[src/hw/rtl/cgl_pkg.sv]
package cgl_pkg;

  // Fixed field widths of the sample, the fraction and the colors.
  localparam int SAMPLE_W   = 16;
  localparam int FRAC_W     = 17;
  localparam int STOP_W     = 24;
  localparam int CH_W       = 8;
  localparam int COARSE_W   = 3;
  localparam int PAIR_W     = 48;
  localparam int PAIRS      = 4;
  localparam int STOPS_ALL  = 8;
  localparam int STOP_IDX_W = 3;
  localparam int COUNT_W    = 4;
  localparam int CFG_IDX_W  = 4;
  localparam int CFG_DATA_W = 48;
  localparam int MIX_W      = 24;

  localparam logic [FRAC_W-1:0] FRAC_ONE  = 17'h10000;
  localparam logic [CH_W-1:0]   CH_THRESH = 8'd127;

  typedef logic [CFG_IDX_W-1:0] cfg_idx_t;

  localparam cfg_idx_t REG_STOPS_A    = 4'd0;
  localparam cfg_idx_t REG_STOPS_B    = 4'd1;
  localparam cfg_idx_t REG_STOPS_C    = 4'd2;
  localparam cfg_idx_t REG_STOPS_D    = 4'd3;
  localparam cfg_idx_t REG_STOP_COUNT = 4'd4;
  localparam cfg_idx_t REG_MODE       = 4'd5;
  localparam cfg_idx_t REG_LOW_BOUND  = 4'd6;
  localparam cfg_idx_t REG_HIGH_BOUND = 4'd7;

  localparam logic [PAIR_W-1:0]   STOPS_A_RST    = 48'hFFFFFF000000;
  localparam logic [COUNT_W-1:0]  STOP_COUNT_RST = 4'd2;
  localparam logic [SAMPLE_W-1:0] HIGH_BOUND_RST = 16'hFFFF;

  // How the fraction of a sample is formed before invert and square root.
  typedef enum logic [1:0] {
    CLS_ZERO = 2'd0,
    CLS_ONE  = 2'd1,
    CLS_DIV  = 2'd2
  } frac_cls_t;

  typedef struct packed {
    logic sqrt_en;
    logic invert;
  } mode_t;

endpackage

[src/hw/rtl/cgl_div.sv]
// Pipelined restoring divider for a numerator known to be below the divisor.
// The quotient is the fraction numerator * 2^W / divisor.
module cgl_div #(
  parameter int W              = 16,
  parameter int BITS_PER_STAGE = 2
) (
  input  logic                clk,
  input  logic                rst_n,
  input  logic                in_valid,
  output logic                in_ready,
  input  logic [W-1:0]        in_num,
  input  logic [W-1:0]        in_den,
  input  cgl_pkg::frac_cls_t  in_cls,
  output logic                out_valid,
  input  logic                out_ready,
  output logic [W-1:0]        out_quo,
  output cgl_pkg::frac_cls_t  out_cls
);

  localparam int STAGES = (W + BITS_PER_STAGE - 1) / BITS_PER_STAGE;

  logic [STAGES-1:0]  vld_r;
  logic [STAGES:0]    en;
  logic [W-1:0]       rem_r [STAGES];
  logic [W-1:0]       quo_r [STAGES];
  logic [W-1:0]       den_r [STAGES];
  cgl_pkg::frac_cls_t cls_r [STAGES];

  assign en[STAGES] = out_ready;

  for (genvar s = 0; s < STAGES; s++) begin : g_stage
    logic               vld_in;
    logic [W-1:0]       rem_in;
    logic [W-1:0]       quo_in;
    logic [W-1:0]       den_in;
    cgl_pkg::frac_cls_t cls_in;
    logic [W-1:0]       rem_nxt;
    logic [W-1:0]       quo_nxt;

    if (s == 0) begin : g_first
      assign vld_in = in_valid;
      assign rem_in = in_num;
      assign quo_in = '0;
      assign den_in = in_den;
      assign cls_in = in_cls;
    end else begin : g_next
      assign vld_in = vld_r[s-1];
      assign rem_in = rem_r[s-1];
      assign quo_in = quo_r[s-1];
      assign den_in = den_r[s-1];
      assign cls_in = cls_r[s-1];
    end

    assign en[s] = !vld_r[s] || en[s+1];

    always_comb begin
      logic [W:0]   r2;
      logic [W-1:0] rv;
      logic [W-1:0] qv;
      rv = rem_in;
      qv = quo_in;
      r2 = '0;
      for (int j = 0; j < BITS_PER_STAGE; j++) begin
        if (s * BITS_PER_STAGE + j < W) begin
          r2 = {rv, 1'b0};
          if (r2 >= {1'b0, den_in}) begin
            r2 = r2 - {1'b0, den_in};
            qv = {qv[W-2:0], 1'b1};
          end else begin
            qv = {qv[W-2:0], 1'b0};
          end
          rv = r2[W-1:0];
        end
      end
      rem_nxt = rv;
      quo_nxt = qv;
    end

    always_ff @(posedge clk) begin
      if (!rst_n) begin
        vld_r[s] <= 1'b0;
      end else if (en[s]) begin
        vld_r[s] <= vld_in;
      end
    end

    always_ff @(posedge clk) begin
      if (en[s]) begin
        rem_r[s] <= rem_nxt;
        quo_r[s] <= quo_nxt;
        den_r[s] <= den_in;
        cls_r[s] <= cls_in;
      end
    end
  end

  assign in_ready  = en[0];
  assign out_valid = vld_r[STAGES-1];
  assign out_quo   = quo_r[STAGES-1];
  assign out_cls   = cls_r[STAGES-1];

endmodule

[src/hw/rtl/cgl_sqrt.sv]
// Pipelined digit-by-digit integer square root, one root bit per step.
// A side word travels along with each radicand.
module cgl_sqrt #(
  parameter int RW             = 17,
  parameter int SW             = 17,
  parameter int BITS_PER_STAGE = 2
) (
  input  logic            clk,
  input  logic            rst_n,
  input  logic            in_valid,
  output logic            in_ready,
  input  logic [2*RW-1:0] in_rad,
  input  logic [SW-1:0]   in_side,
  output logic            out_valid,
  input  logic            out_ready,
  output logic [RW-1:0]   out_root,
  output logic [SW-1:0]   out_side
);

  localparam int STAGES = (RW + BITS_PER_STAGE - 1) / BITS_PER_STAGE;
  localparam int RMW    = RW + 4;

  logic [STAGES-1:0] vld_r;
  logic [STAGES:0]   en;
  logic [2*RW-1:0]   rad_r  [STAGES];
  logic [RMW-1:0]    rem_r  [STAGES];
  logic [RW-1:0]     root_r [STAGES];
  logic [SW-1:0]     side_r [STAGES];

  assign en[STAGES] = out_ready;

  for (genvar s = 0; s < STAGES; s++) begin : g_stage
    logic            vld_in;
    logic [2*RW-1:0] rad_in;
    logic [RMW-1:0]  rem_in;
    logic [RW-1:0]   root_in;
    logic [SW-1:0]   side_in;
    logic [2*RW-1:0] rad_nxt;
    logic [RMW-1:0]  rem_nxt;
    logic [RW-1:0]   root_nxt;

    if (s == 0) begin : g_first
      assign vld_in  = in_valid;
      assign rad_in  = in_rad;
      assign rem_in  = '0;
      assign root_in = '0;
      assign side_in = in_side;
    end else begin : g_next
      assign vld_in  = vld_r[s-1];
      assign rad_in  = rad_r[s-1];
      assign rem_in  = rem_r[s-1];
      assign root_in = root_r[s-1];
      assign side_in = side_r[s-1];
    end

    assign en[s] = !vld_r[s] || en[s+1];

    always_comb begin
      logic [2*RW-1:0] xv;
      logic [RMW-1:0]  rv;
      logic [RMW-1:0]  trial;
      logic [RW-1:0]   qv;
      xv    = rad_in;
      rv    = rem_in;
      qv    = root_in;
      trial = '0;
      for (int j = 0; j < BITS_PER_STAGE; j++) begin
        if (s * BITS_PER_STAGE + j < RW) begin
          // Bring down the next two radicand bits and try 4q + 1.
          rv    = {rv[RMW-3:0], xv[2*RW-1 -: 2]};
          xv    = {xv[2*RW-3:0], 2'b00};
          trial = {2'b00, qv, 2'b01};
          if (rv >= trial) begin
            rv = rv - trial;
            qv = {qv[RW-2:0], 1'b1};
          end else begin
            qv = {qv[RW-2:0], 1'b0};
          end
        end
      end
      rad_nxt  = xv;
      rem_nxt  = rv;
      root_nxt = qv;
    end

    always_ff @(posedge clk) begin
      if (!rst_n) begin
        vld_r[s] <= 1'b0;
      end else if (en[s]) begin
        vld_r[s] <= vld_in;
      end
    end

    always_ff @(posedge clk) begin
      if (en[s]) begin
        rad_r[s]  <= rad_nxt;
        rem_r[s]  <= rem_nxt;
        root_r[s] <= root_nxt;
        side_r[s] <= side_in;
      end
    end
  end

  assign in_ready  = en[0];
  assign out_valid = vld_r[STAGES-1];
  assign out_root  = root_r[STAGES-1];
  assign out_side  = side_r[STAGES-1];

endmodule

[src/hw/rtl/color_gradient_lookup_top.sv]
// Multi-stop color gradient lookup. Each input beat carries one sample value,
// and each output beat carries the red, green and blue of that sample on a
// gradient of up to eight color stops, plus a 3-bit coarse color (one bit per
// channel above 127). The block takes one sample per clock and delivers one
// color per clock while the output is taken. The pipeline is made of the
// fraction divider, which retires two quotient bits per stage over 8 stages,
// and the square root unit, which retires up to two root bits per stage over
// 9 stages, plus five stages of framing, scaling and blending. Every stage
// holds its own valid bit and fills when it is empty or the one ahead of it
// moves, so bubbles close up and a stalled output does not stop intake until
// the pipeline is really full. Configuration is written through a plain
// write port and must only change while no beat is in flight.
module color_gradient_lookup_top #(
  parameter int MAX_STOPS  = 8,
  parameter int VALUE_BITS = 16
) (
  input  logic                             clk,
  input  logic                             rst_n,
  input  logic                             in_valid,
  output logic                             in_ready,
  input  logic [cgl_pkg::SAMPLE_W-1:0]     in_sample_value,
  output logic                             out_valid,
  input  logic                             out_ready,
  output logic [cgl_pkg::CH_W-1:0]         out_red,
  output logic [cgl_pkg::CH_W-1:0]         out_green,
  output logic [cgl_pkg::CH_W-1:0]         out_blue,
  output logic [cgl_pkg::COARSE_W-1:0]     out_coarse_color,
  input  logic                             cfg_we,
  input  logic [cgl_pkg::CFG_IDX_W-1:0]    cfg_index,
  input  logic [cgl_pkg::CFG_DATA_W-1:0]   cfg_wdata
);

  localparam int SW    = cgl_pkg::SAMPLE_W;
  localparam int FW    = cgl_pkg::FRAC_W;
  localparam int CW    = cgl_pkg::CH_W;
  localparam int NM1_W = (MAX_STOPS > 1) ? $clog2(MAX_STOPS) : 1;
  localparam int VB    = (VALUE_BITS < SW) ? VALUE_BITS : SW;
  localparam logic [SW-1:0] VALUE_MASK = SW'(({(SW+1){1'b0}} | 1) << VB) - SW'(1);
  localparam logic [cgl_pkg::COUNT_W-1:0] MAX_COUNT = cgl_pkg::COUNT_W'(MAX_STOPS);

  // ---------------------------------------------------------------------
  // Configuration registers
  // ---------------------------------------------------------------------
  logic [cgl_pkg::PAIR_W-1:0]  pairs_r [cgl_pkg::PAIRS];
  logic [cgl_pkg::COUNT_W-1:0] stop_count_r;
  cgl_pkg::mode_t              mode_r;
  logic [SW-1:0]               low_bound_r;
  logic [SW-1:0]               high_bound_r;

  always_ff @(posedge clk) begin
    if (!rst_n) begin
      pairs_r[0]   <= cgl_pkg::STOPS_A_RST;
      pairs_r[1]   <= '0;
      pairs_r[2]   <= '0;
      pairs_r[3]   <= '0;
      stop_count_r <= cgl_pkg::STOP_COUNT_RST;
      mode_r       <= '0;
      low_bound_r  <= '0;
      high_bound_r <= cgl_pkg::HIGH_BOUND_RST;
    end else if (cfg_we) begin
      case (cfg_index)
        cgl_pkg::REG_STOPS_A:    pairs_r[0]   <= cfg_wdata;
        cgl_pkg::REG_STOPS_B:    pairs_r[1]   <= cfg_wdata;
        cgl_pkg::REG_STOPS_C:    pairs_r[2]   <= cfg_wdata;
        cgl_pkg::REG_STOPS_D:    pairs_r[3]   <= cfg_wdata;
        cgl_pkg::REG_STOP_COUNT: stop_count_r <= cfg_wdata[cgl_pkg::COUNT_W-1:0];
        cgl_pkg::REG_MODE:       mode_r       <= cgl_pkg::mode_t'(cfg_wdata[1:0]);
        cgl_pkg::REG_LOW_BOUND:  low_bound_r  <= cfg_wdata[SW-1:0];
        cgl_pkg::REG_HIGH_BOUND: high_bound_r <= cfg_wdata[SW-1:0];
        default: ;
      endcase
    end
  end

  // Individual stops: red in the top byte, blue in the bottom byte.
  logic [cgl_pkg::STOP_W-1:0] stop_rgb [cgl_pkg::STOPS_ALL];

  for (genvar k = 0; k < cgl_pkg::STOPS_ALL; k++) begin : g_stop
    assign stop_rgb[k] = pairs_r[k/2][(k%2)*cgl_pkg::STOP_W +: cgl_pkg::STOP_W];
  end

  // Stop count in use, clamped to the supported range, less one.
  logic [cgl_pkg::COUNT_W-1:0] n_eff;
  logic [NM1_W-1:0]            nm1;

  always_comb begin
    if (stop_count_r < cgl_pkg::COUNT_W'(2)) begin
      n_eff = cgl_pkg::COUNT_W'(2);
    end else if (stop_count_r > MAX_COUNT) begin
      n_eff = MAX_COUNT;
    end else begin
      n_eff = stop_count_r;
    end
  end

  assign nm1 = NM1_W'(n_eff - cgl_pkg::COUNT_W'(1));

  // ---------------------------------------------------------------------
  // Stage T0: classify the sample against the bounds.
  // ---------------------------------------------------------------------
  logic               v0_r;
  logic               en0;
  logic [SW-1:0]      num0_r;
  logic [SW-1:0]      den0_r;
  cgl_pkg::frac_cls_t cls0_r;
  logic [SW-1:0]      sample_m;
  cgl_pkg::frac_cls_t cls0_nxt;
  logic               div_in_ready;

  assign sample_m = in_sample_value & VALUE_MASK;

  always_comb begin
    if (high_bound_r <= low_bound_r || sample_m <= low_bound_r) begin
      cls0_nxt = cgl_pkg::CLS_ZERO;
    end else if (sample_m >= high_bound_r) begin
      cls0_nxt = cgl_pkg::CLS_ONE;
    end else begin
      cls0_nxt = cgl_pkg::CLS_DIV;
    end
  end

  assign en0      = !v0_r || div_in_ready;
  assign in_ready = en0;

  always_ff @(posedge clk) begin
    if (!rst_n) begin
      v0_r <= 1'b0;
    end else if (en0) begin
      v0_r <= in_valid;
    end
  end

  always_ff @(posedge clk) begin
    if (en0) begin
      num0_r <= sample_m - low_bound_r;
      den0_r <= high_bound_r - low_bound_r;
      cls0_r <= cls0_nxt;
    end
  end

  // ---------------------------------------------------------------------
  // Fraction divider: (sample - low) * 2^16 / (high - low).
  // ---------------------------------------------------------------------
  logic               div_valid;
  logic [SW-1:0]      div_quo;
  cgl_pkg::frac_cls_t div_cls;
  logic               en1;

  cgl_div #(
    .W              (SW),
    .BITS_PER_STAGE (2)
  ) u_div (
    .clk       (clk),
    .rst_n     (rst_n),
    .in_valid  (v0_r),
    .in_ready  (div_in_ready),
    .in_num    (num0_r),
    .in_den    (den0_r),
    .in_cls    (cls0_r),
    .out_valid (div_valid),
    .out_ready (en1),
    .out_quo   (div_quo),
    .out_cls   (div_cls)
  );

  // ---------------------------------------------------------------------
  // Stage T1: pick the fraction for the clamped cases and invert it in invert mode.
  // ---------------------------------------------------------------------
  logic          v1_r;
  logic [FW-1:0] f1_r;
  logic [FW-1:0] f_raw;
  logic [FW-1:0] f1_nxt;
  logic          sq_in_ready;

  always_comb begin
    case (div_cls)
      cgl_pkg::CLS_ZERO: f_raw = '0;
      cgl_pkg::CLS_ONE:  f_raw = cgl_pkg::FRAC_ONE;
      cgl_pkg::CLS_DIV:  f_raw = {1'b0, div_quo};
      default:           f_raw = '0;
    endcase
    f1_nxt = mode_r.invert ? (cgl_pkg::FRAC_ONE - f_raw) : f_raw;
  end

  assign en1 = !v1_r || sq_in_ready;

  always_ff @(posedge clk) begin
    if (!rst_n) begin
      v1_r <= 1'b0;
    end else if (en1) begin
      v1_r <= div_valid;
    end
  end

  always_ff @(posedge clk) begin
    if (en1) begin
      f1_r <= f1_nxt;
    end
  end

  // ---------------------------------------------------------------------
  // Square root of the fraction, taken as sqrt(f * 2^16). The plain
  // fraction rides along so the root can be bypassed at the far end.
  // ---------------------------------------------------------------------
  logic          sq_valid;
  logic [FW-1:0] sq_root;
  logic [FW-1:0] sq_side;
  logic          en2;

  cgl_sqrt #(
    .RW             (FW),
    .SW             (FW),
    .BITS_PER_STAGE (2)
  ) u_sqrt (
    .clk       (clk),
    .rst_n     (rst_n),
    .in_valid  (v1_r),
    .in_ready  (sq_in_ready),
    .in_rad    ({1'b0, f1_r, {SW{1'b0}}}),
    .in_side   (f1_r),
    .out_valid (sq_valid),
    .out_ready (en2),
    .out_root  (sq_root),
    .out_side  (sq_side)
  );

  // ---------------------------------------------------------------------
  // Stage T2: scale by (stops - 1) into a segment and a remainder. At the
  // very end of the gradient the last segment is kept with a full weight.
  // ---------------------------------------------------------------------
  logic                v2_r;
  logic [NM1_W-1:0]    seg2_r;
  logic [FW-1:0]       rem2_r;
  logic [FW-1:0]       f2;
  logic [FW+NM1_W-1:0] t2;
  logic [NM1_W-1:0]    seg_raw;
  logic [NM1_W-1:0]    seg2_nxt;
  logic [FW-1:0]       rem2_nxt;
  logic                en3;

  assign f2      = mode_r.sqrt_en ? sq_root : sq_side;
  assign t2      = (FW+NM1_W)'(f2) * (FW+NM1_W)'(nm1);
  assign seg_raw = t2[SW +: NM1_W];

  always_comb begin
    if (seg_raw >= nm1) begin
      seg2_nxt = nm1 - NM1_W'(1);
      rem2_nxt = cgl_pkg::FRAC_ONE;
    end else begin
      seg2_nxt = seg_raw;
      rem2_nxt = {1'b0, t2[SW-1:0]};
    end
  end

  assign en2 = !v2_r || en3;

  always_ff @(posedge clk) begin
    if (!rst_n) begin
      v2_r <= 1'b0;
    end else if (en2) begin
      v2_r <= sq_valid;
    end
  end

  always_ff @(posedge clk) begin
    if (en2) begin
      seg2_r <= seg2_nxt;
      rem2_r <= rem2_nxt;
    end
  end

  // ---------------------------------------------------------------------
  // Stage T3: fetch the two neighboring stops and form the weighted
  // products of each channel.
  // ---------------------------------------------------------------------
  logic                            v3_r;
  logic [cgl_pkg::MIX_W-1:0]       mix_a_r [3];
  logic [cgl_pkg::MIX_W-1:0]       mix_b_r [3];
  logic [cgl_pkg::MIX_W-1:0]       mix_a_nxt [3];
  logic [cgl_pkg::MIX_W-1:0]       mix_b_nxt [3];
  logic [cgl_pkg::STOP_IDX_W-1:0]  idx_a;
  logic [cgl_pkg::STOP_IDX_W-1:0]  idx_b;
  logic [cgl_pkg::STOP_W-1:0]      stop_a;
  logic [cgl_pkg::STOP_W-1:0]      stop_b;
  logic [FW-1:0]                   w_a;
  logic                            en4;

  assign idx_a  = cgl_pkg::STOP_IDX_W'(seg2_r);
  assign idx_b  = idx_a + cgl_pkg::STOP_IDX_W'(1);
  assign stop_a = stop_rgb[idx_a];
  assign stop_b = stop_rgb[idx_b];
  assign w_a    = cgl_pkg::FRAC_ONE - rem2_r;

  always_comb begin
    logic [FW+CW-1:0] pa;
    logic [FW+CW-1:0] pb;
    for (int c = 0; c < 3; c++) begin
      // Channel 0 is red in the top byte of a stop.
      pa = (FW+CW)'(stop_a[CW*(2-c) +: CW]) * (FW+CW)'(w_a);
      pb = (FW+CW)'(stop_b[CW*(2-c) +: CW]) * (FW+CW)'(rem2_r);
      mix_a_nxt[c] = pa[cgl_pkg::MIX_W-1:0];
      mix_b_nxt[c] = pb[cgl_pkg::MIX_W-1:0];
    end
  end

  assign en3 = !v3_r || en4;

  always_ff @(posedge clk) begin
    if (!rst_n) begin
      v3_r <= 1'b0;
    end else if (en3) begin
      v3_r <= v2_r;
    end
  end

  always_ff @(posedge clk) begin
    if (en3) begin
      for (int c = 0; c < 3; c++) begin
        mix_a_r[c] <= mix_a_nxt[c];
        mix_b_r[c] <= mix_b_nxt[c];
      end
    end
  end

  // ---------------------------------------------------------------------
  // Stage T4: output register. The blend sum is truncated to the channel
  // and each channel is tested against the coarse threshold.
  // ---------------------------------------------------------------------
  logic                        v4_r;
  logic [CW-1:0]               ch4_r [3];
  logic [CW-1:0]               ch4_nxt [3];

  always_comb begin
    logic [cgl_pkg::MIX_W:0] sum;
    for (int c = 0; c < 3; c++) begin
      sum        = {1'b0, mix_a_r[c]} + {1'b0, mix_b_r[c]};
      ch4_nxt[c] = sum[SW +: CW];
    end
  end

  assign en4 = !v4_r || out_ready;

  always_ff @(posedge clk) begin
    if (!rst_n) begin
      v4_r <= 1'b0;
    end else if (en4) begin
      v4_r <= v3_r;
    end
  end

  always_ff @(posedge clk) begin
    if (en4) begin
      for (int c = 0; c < 3; c++) begin
        ch4_r[c] <= ch4_nxt[c];
      end
    end
  end

  assign out_valid        = v4_r;
  assign out_red          = ch4_r[0];
  assign out_green        = ch4_r[1];
  assign out_blue         = ch4_r[2];
  assign out_coarse_color = {ch4_r[2] > cgl_pkg::CH_THRESH,
                             ch4_r[1] > cgl_pkg::CH_THRESH,
                             ch4_r[0] > cgl_pkg::CH_THRESH};

endmodule

[config.mk]
export PLATFORM = sky130hd
export DESIGN_NAME = color_gradient_lookup_top
export DESIGN_NICKNAME = d
export VERILOG_FILES = /design/src/hw/rtl/cgl_pkg.sv /design/src/hw/rtl/cgl_div.sv /design/src/hw/rtl/cgl_sqrt.sv /design/src/hw/rtl/color_gradient_lookup_top.sv
export SDC_FILE = /design/constraint.sdc
export NUM_CORES = 2
export LEC_CHECK = 0
export BUFFER_PORTS_ARGS = -buffer_cell sky130_fd_sc_hd__buf_2
export CORE_MARGIN = 2
export CORE_UTILIZATION = 40
export DETAILED_ROUTE_END_ITERATION = 8
export SLEW_MARGIN = 20
export SYNTH_ARGS = -nofsm -noshare
export SYNTH_HDL_FRONTEND = slang
export SYNTH_SLANG_ARGS = --single-unit
[constraint.sdc]
create_clock -name clk -period 10.2 [get_ports clk]
set_input_delay 3.06 -clock clk [delete_from_list [all_inputs] [get_ports clk]]
set_output_delay 3.06 -clock clk [all_outputs]
set_load 0.005 [all_outputs]
==> flow_metrics.py <==
metrics = {
    "critical_path": {
        "reg2regPathDepth": 25,
        "end_kind": "primary output",
        "crit_slowest_cell": "and4_1",
        "r2r_end": "idx_a[0]$_DFFE_PP_",
        "critPathArrivalTime_ns": 6.16,
        "timing.reg2reg.setup_slack_ns": 1.78,
        "crit_chain": "buf_2, and4b_1, and4_1, and3_1, and4_1, and3_1, and4_1, and3_1, nand2_1, buf_2",
        "crit_type": "in2out",
        "cp_slowest_stage_delay_ns": 0.50,
        "cp.required_ns": 7.14,
        "r2r_start": "stop_count_r[3]$_SDFFE_PN0P_",
        "crit_start": "out_ready",
        "path_max_fanout": 8,
        "start_kind": "input port",
    },
    "die": {
        "chipHeight_um": 488,
        "initial_utilization_pct": 40.3,
        "num_rows": 177,
        "dieArea_sq_um": 238000,
        "die_x_um": 488,
        "coreArea_sq_um": 233000,
        "io_pins": 102,
    },
    "grt": {
        "grt_antenna_before_repair": 26,
        "grt_pass1_vias": 67290,
        "busiest_layer": "met2",
        "use_met3_pct": 2.94,
        "grt_remaining_overflow": 0,
        "grtUsageMet2_pct": 32.1,
        "met1_usage_pct": 25.9,
        "grt_max_degree": 97,
        "grt_pass1_wl_mm": 367,
        "grt_usage_pct": 19.3,
    },
    "synth": {
        "ys_ff_latch": 1170,
        "syn_inst": 8940,
        "synth_cell_types": 95,
        "yosys_warnings": 0,
        "yosysTopAreaCellShare_pct": 35.5,
        "synth-edff-count": 1110,
        "yosysSeqAreaShare_pct": 36.8,
        "synthTopCellsByArea": "edfxtp_1 36%, fa_1 12%, ha_1 11%",
        "ys.flop_type": "edfxtp_1",
        "synthMostInstantiatedCell": "edfxtp_1",
        "async_flop_share_pct": 0,
        "synth_top_cell_by_area": "edfxtp_1",
        "syn-num-nets": 10372,
        "synthTopCellsByCount": "1,110 x edfxtp_1, 1,052 x inv_1, 821 x nor2_1",
        "synth_area_sq_um": 93800,
        "synth_area_per_cell_sq_um": 10.5,
    },
    "cells_and_area": {
        "fin_area_sq_um": 103000,
        "drive_above_1_share_pct": 9.94,
        "syn_to_final_growth_pct": 10.0,
        "layout.cells.non_filler": 12282,
        "nNetsFinal": 10474,
    },
    "clock_network": {
        "cts_buffers": 135,
        "cts.sinks": 1170,
        "post_cts_resized": 0,
        "insertion_delay_ns": 0.81,
        "cts-htree-levels": 4,
        "hold_buffers": 0,
        "cts_tree": "yes",
        "clock_path_buffers": 3,
        "path_clk_slew_ns": 0.05,
        "cts-root-buf": "clkbuf_16",
        "postCtsSetupRepairBufs": 0,
    },
    "timing": {
        "slew_viol_final": 0,
        "rsz0062_at_grt": "no",
        "period_share_pct": 90.4,
        "min_period_ns": 9.22,
        "max_freq_ghz": 0.108,
        "tns_ns": 0,
        "relSlewSlack_pct": 22.2,
        "tightest_slew_ns": 1.13,
        "skew_ns": 0.0333,
        "hold_violations": 0,
        "setup_violations": 0,
    },
    "placement": {
        "dp_cells": 12036,
        "place.gp.congestion": 0.882,
        "port_buffers": 101,
        "hpwl_mm": 175,
        "placed_area_sq_um": 98600,
    },
    "drt": {
        "routed_wl_mm": 229,
        "drc_errors": 0,
        "wl_per_cell_um": 18.7,
        "drt.antenna.violating_nets": 0,
        "drtIter0Drc": 4383,
        "drt-vias-per-instance": 5.38,
        "dr_total_vias": 66112,
        "drtPass1Iterations": 7,
    },
    "min_path": {
        "min_path_cells": 0,
        "hold_path.class": "reg2reg",
        "hold-path-endpoint": "u_div.quo_r[1][40]$_DFFE_PP_",
        "hold_start": "u_div.quo_r[1][22]$_DFFE_PP_",
    },
    "job": {
        "cap_violations": 0,
    },
    "run_status": {
        "status": "finished, final reports clean",
    },
}
metrics by stage:
stage	util, %	hold WS [ns]	worst slack, ns
detailed placement	42.3	0.405	1.03
global route	44.3	0.409	0.759
floorplan	-	0.400	1.34
finish	44.3	0.395	0.977
CTS	44.3	0.393	1.02
global placement	42.3	0.401	1.07
worst max-delay path: cells and delay by family:
kind	cells	cell delay (ns)
buf+inv	2	0.32
simple gates	8	2.76
final cells by class:
class                      instances  area, sq um
fill                           21608       130000
multi-input combinational       6449        54600
sequential                      1170        34500
inverter                        1061         3980
tap                             3132         3920
clock buffer                     165         3520
timing repair buffer             225         1530
clock inverter                    77         1050
antenna                            3         7.51
registers in the layout, indices dropped and copies added, names as in the netlist, 16 cells and up:
name and count:
pairs_r 192, u_sqrt.side_r 149, u_sqrt.rem_r 134, u_div.den_r 112, u_div.rem_r 112, u_sqrt.root_r 84, mix_a_r 72, mix_b_r 72
u_div.quo_r 72, ch4_r 24, f1_r 17, rem2_r 17, den0_r 16, high_bound_r 16, low_bound_r 16, num0_r 16
u_div.cls_r 16
cell families (layout without fill, tap and decap cells):
family / Yosys count / after routing / share of synthesized area (%)
DFF: 1170 / 1170 / 36.8
other: 0 / 3 / 0
xor gates and xnor gates: 489 / 489 / 4.57
adders and majority gates: 1359 / 1359 / 22.7
and+or+nand+nor: 2765 / 2765 / 14.8
muxes: 370 / 370 / 5.50
buffers and inverters: 1321 / 1528 / 5.32
AOI/OAI and AO/OA: 1466 / 1466 / 10.3
layer usage:
metal | part of all wire, % | vias to the layer above
met5 | 0.037 | -
met4 | 2.7 | 14
met3 | 5.0 | 363
met2 | 47 | 1516
met1 | 45 | 32846
li1 | - | 31373
worst max path at each step:
stage / endpoint
after CTS: in_ready
after global routing: in_ready
after floorplan: in_ready
after detailed placement: in_ready
after global placement: in_ready
final: in_ready
cells in the final DEF (no fill, tap or decap), types with 61 or more instances in the layout:
master / netlist / routed
mux2i_1: 73 / 65
or2_2: 92 / 92
and2_1: 247 / 247
nand2b_1: 174 / 174
mux2_2: 200 / 200
inv_1: 1052 / 1050
xnor2_1: 343 / 337
or3_1: 65 / 65
ha_1: 793 / 792
a21o_1: 122 / 122
nor2b_1: 319 / 319
nor2_1: 821 / 817
xor2_1: 146 / 136
nand3_1: 111 / 108
fa_1: 566 / 566
o21a_1: 114 / 114
o21ai_0: 304 / 301
mux4_2: 96 / 96
nor3_1: 167 / 164
o211ai_1: 61 / 61
clkbuf_16: 0 / 136
a21oi_1: 361 / 361
edfxtp_1: 1110 / 1110
buf_4: 1 / 119
buf_2: 6 / 101
nand4_1: 66 / 66
nand2_1: 510 / 505
Power is left out: the tool's default activity adds up to more than one toggle a clock period on the data nets, which glitch-free logic cannot reach.
